`src/hw/rtl/lsw_pkg.sv`:
```
// Shared types and constants for the lidar beam to world point block.
// No dependencies.
`timescale 1ns / 1ps

package lsw_pkg;

   localparam int CordicSteps = 14;
   localparam int StepWidth   = 4;

   // register indexes of the configuration port
   localparam logic [1:0] CSR_RANGE_LO = 2'd0;
   localparam logic [1:0] CSR_RANGE_HI = 2'd1;

   // opcodes
   localparam logic OP_POSE = 1'b0;
   localparam logic OP_BEAM = 1'b1;

   // 1/K of the CORDIC, Q2.30
   localparam logic signed [33:0] CORDIC_GAIN_INV = 34'sd652032874;

   // reciprocal of 45 with 28 fraction bits
   localparam logic [22:0] RECIP_45 = 23'd5965233;

   // datapath commands from the controller
   typedef struct packed {
      logic                 load;
      logic                 pose_mul;
      logic                 pose_sum;
      logic                 vec_step;
      logic                 pose_end;
      logic                 beam_div;
      logic                 beam_ang;
      logic                 rot_step;
      logic                 mul_lo;
      logic                 mul_hi;
      logic                 sel_y;
      logic                 place;
      logic [StepWidth-1:0] step;
   } lsw_cmd_type;

   // arctangent of 2^-i in 1/65536 turn
   function automatic logic [15:0] atan_turn(input logic [StepWidth-1:0] i);
      logic [15:0] t;
      unique case (i)
         4'd0:    t = 16'd8192;
         4'd1:    t = 16'd4836;
         4'd2:    t = 16'd2555;
         4'd3:    t = 16'd1297;
         4'd4:    t = 16'd651;
         4'd5:    t = 16'd326;
         4'd6:    t = 16'd163;
         4'd7:    t = 16'd81;
         4'd8:    t = 16'd41;
         4'd9:    t = 16'd20;
         4'd10:   t = 16'd10;
         4'd11:   t = 16'd5;
         4'd12:   t = 16'd3;
         4'd13:   t = 16'd1;
         default: t = 16'd0;
      endcase
      return t;
   endfunction

endpackage

```
`src/hw/rtl/lsw_ctrl.sv`:
```
// Controller state machine: sequences pose updates and beams through the datapath.
// Depends on lsw_pkg.
`timescale 1ns / 1ps

module lsw_ctrl import lsw_pkg::*; (
   input  logic        clock,
   input  logic        reset,
   input  logic        req_valid,
   output logic        req_ready,
   input  logic        req_opcode,
   output logic        rsp_valid,
   input  logic        rsp_ready,
   output lsw_cmd_type cmd
);

   localparam logic [3:0] S_IDLE  = 4'd0;
   localparam logic [3:0] S_PMUL  = 4'd1;
   localparam logic [3:0] S_PSUM  = 4'd2;
   localparam logic [3:0] S_VEC   = 4'd3;
   localparam logic [3:0] S_PEND  = 4'd4;
   localparam logic [3:0] S_DIV   = 4'd5;
   localparam logic [3:0] S_ANG   = 4'd6;
   localparam logic [3:0] S_ROT   = 4'd7;
   localparam logic [3:0] S_XL    = 4'd8;
   localparam logic [3:0] S_XH    = 4'd9;
   localparam logic [3:0] S_YL    = 4'd10;
   localparam logic [3:0] S_YH    = 4'd11;
   localparam logic [3:0] S_PLACE = 4'd12;

   localparam logic [StepWidth-1:0] LastStep = StepWidth'(CordicSteps - 1);

   logic [3:0]           state_ff, state_in;
   logic [StepWidth-1:0] step_ff, step_in;
   logic                 rsp_valid_ff, rsp_valid_in;
   logic                 out_free;

   assign req_ready = (state_ff == S_IDLE);
   assign rsp_valid = rsp_valid_ff;
   assign out_free  = !rsp_valid_ff || rsp_ready;

   // next state and commands
   always_comb begin
      state_in     = state_ff;
      step_in      = step_ff;
      rsp_valid_in = rsp_valid_ff && !rsp_ready;
      cmd          = '0;
      cmd.step     = step_ff;
      unique case (state_ff)
         S_IDLE: begin
            if (req_valid) begin
               cmd.load = 1'b1;
               state_in = (req_opcode == OP_POSE) ? S_PMUL : S_DIV;
            end
         end
         S_PMUL: begin
            cmd.pose_mul = 1'b1;
            state_in     = S_PSUM;
         end
         S_PSUM: begin
            cmd.pose_sum = 1'b1;
            step_in      = '0;
            state_in     = S_VEC;
         end
         S_VEC: begin
            cmd.vec_step = 1'b1;
            step_in      = step_ff + 1'b1;
            if (step_ff == LastStep) state_in = S_PEND;
         end
         S_PEND: begin
            cmd.pose_end = 1'b1;
            state_in     = S_IDLE;
         end
         S_DIV: begin
            cmd.beam_div = 1'b1;
            state_in     = S_ANG;
         end
         S_ANG: begin
            cmd.beam_ang = 1'b1;
            step_in      = '0;
            state_in     = S_ROT;
         end
         S_ROT: begin
            cmd.rot_step = 1'b1;
            step_in      = step_ff + 1'b1;
            if (step_ff == LastStep) state_in = S_XL;
         end
         S_XL: begin
            cmd.mul_lo = 1'b1;
            state_in   = S_XH;
         end
         S_XH: begin
            cmd.mul_hi = 1'b1;
            state_in   = S_YL;
         end
         S_YL: begin
            cmd.mul_lo = 1'b1;
            cmd.sel_y  = 1'b1;
            state_in   = S_YH;
         end
         S_YH: begin
            cmd.mul_hi = 1'b1;
            cmd.sel_y  = 1'b1;
            state_in   = S_PLACE;
         end
         S_PLACE: begin
            // wait until the output register is free
            if (out_free) begin
               cmd.place    = 1'b1;
               rsp_valid_in = 1'b1;
               state_in     = S_IDLE;
            end
         end
         default: state_in = S_IDLE;
      endcase
   end

   always_ff @(posedge clock) begin
      if (reset) begin
         state_ff     <= S_IDLE;
         step_ff      <= '0;
         rsp_valid_ff <= 1'b0;
      end else begin
         state_ff     <= state_in;
         step_ff      <= step_in;
         rsp_valid_ff <= rsp_valid_in;
      end
   end

endmodule

```
`config.mk`:
```
export PLATFORM = sky130hd
export DESIGN_NAME = lsw_ctrl
export DESIGN_NICKNAME = d
export VERILOG_FILES = /design/src/hw/rtl/lsw_pkg.sv /design/src/hw/rtl/lsw_ctrl.sv
export SDC_FILE = /design/constraint.sdc
export NUM_CORES = 1
export LEC_CHECK = 0
export ABC_AREA = 1
export BUFFER_PORTS_ARGS = -buffer_cell sky130_fd_sc_hd__buf_2
export CORE_MARGIN = 1.5
export CORE_UTILIZATION = 43
export CTS_BUF_LIST = sky130_fd_sc_hd__clkbuf_8
export CTS_CLUSTER_SIZE = 20
export DETAILED_ROUTE_END_ITERATION = 12
export MAX_ROUTING_LAYER = met4
export PLACE_DENSITY_LB_ADDON = 0.15
export SLEW_MARGIN = 20
export SYNTH_ARGS = -nofsm -noshare
export SYNTH_HDL_FRONTEND = slang
export SYNTH_SLANG_ARGS = --single-unit
```
`constraint.sdc`:
```
create_clock -name clock -period 1.2 [get_ports clock]
set_clock_uncertainty 0.1 [all_clocks]
set_input_delay 0.06 -clock clock [delete_from_list [all_inputs] [get_ports clock]]
set_output_delay 0.06 -clock clock [all_outputs]
set_load 0.01 [all_outputs]
```
Word level (Yosys, flattened, before mapping). Index checks and enable logic that the tools add are counted.

ROM bits: 0. Bits of input ports: 5. Flip-flop bits (word level): 9. Latch bits: 0. Memory bits (writable): 0. Memories: 0. Logic and storage cells: 56. Output and inout port bits: 18.

Bitwise operators: 0. Multiplexer cells: 23. $add $sub $neg: 1. Reduce and logical (&&, ||, !) cells: 12. Shift-type cells: 0. Multiply operators: 0. Divide/modulo/power cells: 0. Eq/ne operators: 17. Order comparisons: 0.

Operators with widths (number): $pmux 4 s12 (1); $eq 4x4->1 const B (6); $eq 4x3->1 const B (4); $mux 1 (16); $mux 4 (4); $reduce_or 2->1 (5); $eq 4x2->1 const B (2); $ne 2x2->1 const B (4); $pmux 4 s2 (1); $add 4x1->4 const B (1); $eq 4x1->1 const B (1); $logic_not 4->1 (1); $reduce_and 4->1 (1); $mux 3 (1); $logic_not 1->1 (2); $reduce_bool 2->1 (1); $logic_and 1x1->1 (1); $logic_or 1x1->1 (1).

Longest topological paths before layout. Gate-level depths: netlist of run 1.

Depth after elaboration: 4. Depth in mapped cells: 8. Mapped depth without buffers: 8.

Worst setup path before layout of run 1. No wires, ideal clock.

Path type: flip-flop to flip-flop. From: reg step_ff[0]. To: reg state_ff[2]. Arrival: 1012 ps. Data required time: 987 ps. Setup time: 113 ps. Stages on the path, launching flop included: 7. Clock period less this slack: 1225 ps. Path slack: -25 ps. Buffers on the path: 0. Cell sequence: dfxtp_1 -> ha_1 -> nand3_1 -> nand2_2 -> nand3_2 -> nor2_1 -> nor2_1.

Word-level cells in the longest chain between the ends: 3. Elaborated cells on any way between the ends: 4. Those cells by class: eq/ne (3); reduce/logical (1).

RTL lines: from (decl) (RTL line lsw_ctrl.sv:33) `logic [StepWidth-1:0] step_ff, step_in;`; from (signal assigned) (RTL line lsw_ctrl.sv:124) `step_ff <= step_in;`; $eq 4x4->1 (*) (RTL line lsw_ctrl.sv:67, lsw_ctrl.sv:85); $ne 2x2->1 (no line); $reduce_and 4->1 (no line) (*); to (signal assigned) (RTL line lsw_ctrl.sv:123) `state_ff <= state_in;`; to (decl) (RTL line lsw_ctrl.sv:32) `logic [3:0] state_ff, state_in;`.

Every way passes the cells marked *; elsewhere a longest branch is shown, timed or not. A chain may end at the register's enable or synchronous reset.

==> impl_metrics.json, run 1 <==
{
  "drv_cap": 0,
  "final_area_um2": 1050,
  "placed_area_um2": 773,
  "hold_viol": 0,
  "cellPowerDensity_nw_per_um2": 2630,
  "critPathArrivalTime_ns": 1.25,
  "slowest_delay_ns": 0.36,
  "post-route-drc-count": 0,
  "place_inst": 139,
  "cts_tree": "built",
  "grt_max_degree": 8,
  "critPathLaunchType": "flip-flop",
  "yosysTopAreaCell": "dfxtp_1",
  "ios": 23,
  "syn_nets": 100,
  "fin_nets": 145,
  "hold_depth": 4,
  "clk_pin_slew_ns": 0.04,
  "drive_above_1_share_pct": 57.7,
  "syn_inst": 93,
  "violations": "negative setup slack",
  "outcome": "finished with violations",
  "hpwl_um": 1170,
  "clock_path_buffers": 2,
  "timing.rr.end": "state_ff[2]",
  "synthesis.area_um2": 568,
  "ys_types": 14,
  "power_leakage_nw": 0.559,
  "io_buffers": 22,
  "grt_pass1_vias": 683,
  "rsz0062_at_grt": "yes",
  "root_buffer": "clkbuf_8",
  "fillCellCount": 51,
  "fin_ws_ns": -0.209,
  "grt.overflow.total": 0,
  "yosys.area.top_type_share_pct": 31.7,
  "htreeDepth": 1,
  "yosysMostFrequentCell": "nor2_1",
  "synth_edf_count": 0,
  "drt_iter0_drc": 31,
  "slowest_stage": "dfxtp_4",
  "peakVddDrop_mv": 1.95,
  "max_freq_ghz": 0.710,
  "cp_max_fo": 5,
  "min_from": "rsp_ready",
  "min-delay-path-class": "in -> reg",
  "synth-seq-cells": 9,
  "yosysSeqAreaShare_pct": 31.7,
  "hold_end": "rsp_valid",
  "worstPathCellList": "nor2_4 > buf_6 > inv_6 > nor3_4 > buf_2",
  "num_rows": 12,
  "dieArea_um2": 1550,
  "r2r_cells": 7,
  "tightest_slew_ns": 0.277,
  "antenna_found_initial": 0,
  "dieWidth_um": 39.3,
  "setup-violations-final": 18,
  "fin_crit_ns": 1.41,
  "critPathBufInv": 3,
  "synthTopCellsByArea": "dfxtp_1 32%, nor2_1 14%, inv_1 11%",
  "fin_crit_sh_pct": 117,
  "r2r_setup_slack_ns": -0.15,
  "start_util_pct": 48.5,
  "n_antenna_cell": 0,
  "slew_headroom_pct": 81.5,
  "required_ns": 1.04,
  "die_h_um": 39.3,
  "clk_latency_ns": 0.24,
  "vias": 867,
  "crit_path_end_kind": "output port",
  "routed_via_density": 5.74,
  "crit_family": "flip-flops",
  "wl_um": 2660,
  "maxSlewViolCount": 0,
  "fin_cells": 151,
  "tns_ns": -1.61,
  "coreArea_um2": 1170,
  "gr-usage-all-layers_pct": 31.7,
  "syn_area_per_cell_um2": 6.11,
  "r2r-start": "state_ff[1]",
  "drt-wirelength-per-cell_um": 17.6,
  "ant_nets": 0,
  "synthArstFlopShare_pct": 0,
  "path_class": "reg -> out",
  "synth_commonest_cells": "21 x nor2_1, 17 x inv_1, 17 x nand2_1",
  "syn_to_final_growth_pct": 85.5,
  "grt_pass1_wl_um": 3080,
  "numCtsBuffers": 3,
  "dr.pass1.iters": 4,
  "cts.sinks": 9,
  "gp_congestion": 0.897,
  "ys.flop_type": "dfxtp_1",
  "synth_warnings": 0
}
## per-layer routing
metal / track usage (%) / part of all wire, % / vias up
met5: - / 0 / -
met4: 19.0 / 6.4 / 0
met3: 11.4 / 9.6 / 23
met2: 47.1 / 49 / 66
met1: 36.3 / 35 / 396
li1: - / - / 382
## timing repair
item | 4_1_cts | 5_1_grt
buffers inserted | 4 | 3
pin swaps | 3 | 9
resized for setup | 32 | 26
hold endpoints to repair | 2 | 0
hold buffers | 1 | 0
endpoints found under the setup margin | 17 | 20
## kinds of logic (layout without fill, tap and decap cells)
family / after synthesis / in the layout / share of synthesized area, %
AOI/OAI and AO/OA: 10 / 10 / 9.03
adders and majority gates: 2 / 2 / 4.40
buffers and inverters: 17 / 61 / 11.2
DFF: 9 / 9 / 31.7
and+or+nand+nor: 55 / 55 / 43.6
## layout make-up
type | instances | area (um^2) | share of cell area, %
multi-input cells | 67 | 432 | 41.0
flip-flops and latches | 9 | 198 | 18.8
clock buffers | 3 | 41.3 | 3.92
inverters | 17 | 73.8 | 7.01
repair buffers | 40 | 288 | 27.3
well taps | 14 | 17.5 | 1.66
clock inverters | 1 | 3.75 | 0.356
## power by group
part	internal [W]	switching, W
clock	0.000223	0.000125
sequential	0.000413	0.000163
combinational	0.000808	0.00104
## sequential cells by signal (all words and copies together), names as in the netlist
signal	flops
step_ff	4
state_ff	4
rsp_valid	1
## layout by cell type (no fill, tap or decap), types with 3 or more instances in the layout
cell type  instances
a21oi_1            5
buf_2             21
buf_4              8
buf_6             10
clkbuf_8           3
dfxtp_1            3
dfxtp_4            4
inv_1             10
inv_2              5
nand2_1           10
nand2_2            6
nand2_4            3
nand3_1            7
nor2_1            15
nor2_2             3
nor2_4             4
## tightest hold or removal path: cells and delay by family
family	cells	cell delay, ns
and+or+nand+nor	1	0.06
buffers and inverters	2	0.12
AOI/OAI and AO/OA	1	0.05
## stage by stage
step                      utilization [%]  power [W]  setup slack, ns  hold slack [ns]
final                                90.0    0.00277           -0.209          0.00784
after global routing                 90.0    0.00289           -0.235           0.0275
after CTS                            81.9    0.00231          -0.0788           0.0109
after detailed placement             66.0    0.00151          -0.0266            0.155
after global placement               66.0    0.00149          -0.0457            0.150
after floorplan                         -    0.00107           0.0345           0.0291
## worst max-delay path by stage
stage | slack, ns | from | depth (start not counted) | endpoint
3_3_place_gp | -0.05 | state_ff[3] | 5 | state_ff[0]
3_5_place_dp | -0.03 | state_ff[0] | 6 | state_ff[3]
5_1_grt | -0.24 | state_ff[1] | 5 | cmd[15]
6_report | -0.21 | state_ff[1] | 5 | cmd[15]
4_1_cts | -0.08 | state_ff[1] | 5 | cmd[5]
2_1_floorplan | 0.03 | state_ff[1] | 6 | step_ff[1]
(Power assumes the default switching activity.)
==> run 2: changes to the inputs <==
- CORE_UTILIZATION: 43 -> 41
- CTS_BUF_LIST: sky130_fd_sc_hd__clkbuf_8 -> sky130_fd_sc_hd__clkbuf_16
- RECOVER_POWER: default -> 100
==> run 2 against run 1 <==
Compared with the run above:
- the flow still finishes with violations (negative setup slack)
- worst setup slack gained 0.11 ns
- combinational power shrank 9%
- worst hold slack gained 0.014 ns
- core utilization shrank 5.7 points
- global-route usage shrank 5.6 points
- sequential power grew 2%
- via count shrank 9.3%
- register-to-register slack gained 0.09 ns
- routed wire length shrank 20%
==> impl_metrics.json, run 2 (synthesis gave the netlist of run 1 again) <==
{
  "globalRoute.busiestLayer": "met2",
  "antenna_found_initial": 0,
  "drt-wirelength-per-cell_um": 14.1,
  "dr.pass1.iters": 4,
  "gp_congestion": 0.773,
  "rsz0062_at_grt": "yes",
  "power_leakage_nw": 0.560,
  "clk_latency_ns": 0.23,
  "numCtsBuffers": 3,
  "dpl_worst_slack_ns": -0.0382,
  "path_class": "reg -> out",
  "die_h_um": 40.2,
  "hold_viol": 0,
  "outcome": "finished with violations",
  "min-delay-path-class": "in -> reg",
  "htreeDepth": 1,
  "critPathArrivalTime_ns": 1.14,
  "fin_crit_sh_pct": 108,
  "cp_max_fo": 5,
  "fin_crit_ns": 1.30,
  "dieArea_um2": 1620,
  "coreArea_um2": 1300,
  "cellPowerDensity_nw_per_um2": 2610,
  "cts_tree": "built",
  "grt_use_met3_pct": 4.44,
  "cts.sinks": 9,
  "fin_ws_ns": -0.0977,
  "maxSlewViolCount": 0,
  "post-route-drc-count": 0,
  "drt_iter0_drc": 21,
  "n_antenna_cell": 0,
  "fin_nets": 144,
  "tightest_slew_ns": 0.193,
  "drv_cap": 0,
  "ant_nets": 0,
  "multi_input_area_um2": 457,
  "syn_to_final_growth_pct": 93.0,
  "grt.overflow.total": 0,
  "grt_max_degree": 8,
  "ios": 23,
  "peakVddDrop_mv": 1.79,
  "report.power.total_w": 0.00286,
  "routed_via_density": 5.21,
  "vias": 786,
  "regArea_um2": 198,
  "clk_pin_slew_ns": 0.04,
  "max_freq_ghz": 0.771,
  "gr-usage-all-layers_pct": 26.1,
  "crit_path_end_kind": "output port",
  "grt_pass1_wl_um": 2640,
  "slew_headroom_pct": 87.0,
  "drive_above_1_share_pct": 60.3,
  "violations": "negative setup slack",
  "root_buffer": "clkbuf_16",
  "final_area_um2": 1100,
  "io_buffers": 22,
  "setup-violations-final": 16,
  "clock_path_buffers": 2,
  "critPathLaunchType": "flip-flop",
  "grt_pass1_vias": 598,
  "hpwl_um": 1100,
  "num_rows": 13,
  "placed_area_um2": 752,
  "final_cell_mix": "18 x buf_2, 12 x nor2_1, 11 x nand2_1, 11 x buf_4, 8 x inv_1",
  "final_common_cell": "buf_2",
  "wl_um": 2130,
  "start_util_pct": 43.7,
  "use_met1_pct": 25.3,
  "tns_ns": -0.793,
  "met2_usage_pct": 50.0,
  "fillCellCount": 80,
  "required_ns": 1.04,
  "dieWidth_um": 40.2
}
-- run 2: critical path, stage by stage (launching register included) --
cell     delay (ns)
dfxtp_4        0.40
nand2_4        0.08
buf_6          0.14
inv_2          0.06
nand2_2        0.06
inv_1          0.05
buf_2          0.11
-- run 2: stage by stage --
stage	hold WS (ns)	std cells	utilization (%)
2_1_floorplan	0.0291	93	-
4_1_cts	0.00915	149	75.6
6_report	0.0220	151	84.2
3_3_place_gp	0.150	137	57.8
5_1_grt	0.0483	151	84.2
3_5_place_dp	0.155	137	57.8
-- run 2: path summary, 6_finish.rpt --
check              startpoint          end  slack [ns]  cells after the start
setup / recovery  state_ff[0]       cmd[8]        -0.1                      6
setup reg to reg  state_ff[0]  state_ff[2]       -0.06                      7
hold reg to reg    step_ff[2]   step_ff[2]        0.42                      2
hold / removal      rsp_ready    rsp_valid        0.02                      4
-- run 2: layout make-up --
cell class	instances	area share [%]
Tap cell	15	1.71
Timing Repair Buffer	39	24.5
Inverter	17	6.74
Clock inverter	1	0.457
Clock buffer	3	6.85
Multi-Input combinational cell	67	41.7
Sequential cell	9	18.0
-- run 2: routing by layer --
layer	part of all wire (%)	wire length, um
met5	0	0
met4	3.3	70
met3	3.8	81
met2	56	1190
met1	37	780
-- run 2: power breakdown --
part,total [W],switching [W],internal (W)
Combinational,0.00169,0.000935,0.000755
Clock,0.000582,0.000143,0.000439
Sequential,0.000591,0.000177,0.000414
Total,0.00286,0.00125,0.00161
-- run 2: timing repair --
action	4_1_cts	5_1_grt
pin swaps	8	12
hold buffers	1	0
endpoints found under the setup margin	16	19
buffers inserted	7	3
gates resized for setup	32	31
hold endpoints to repair	2	0
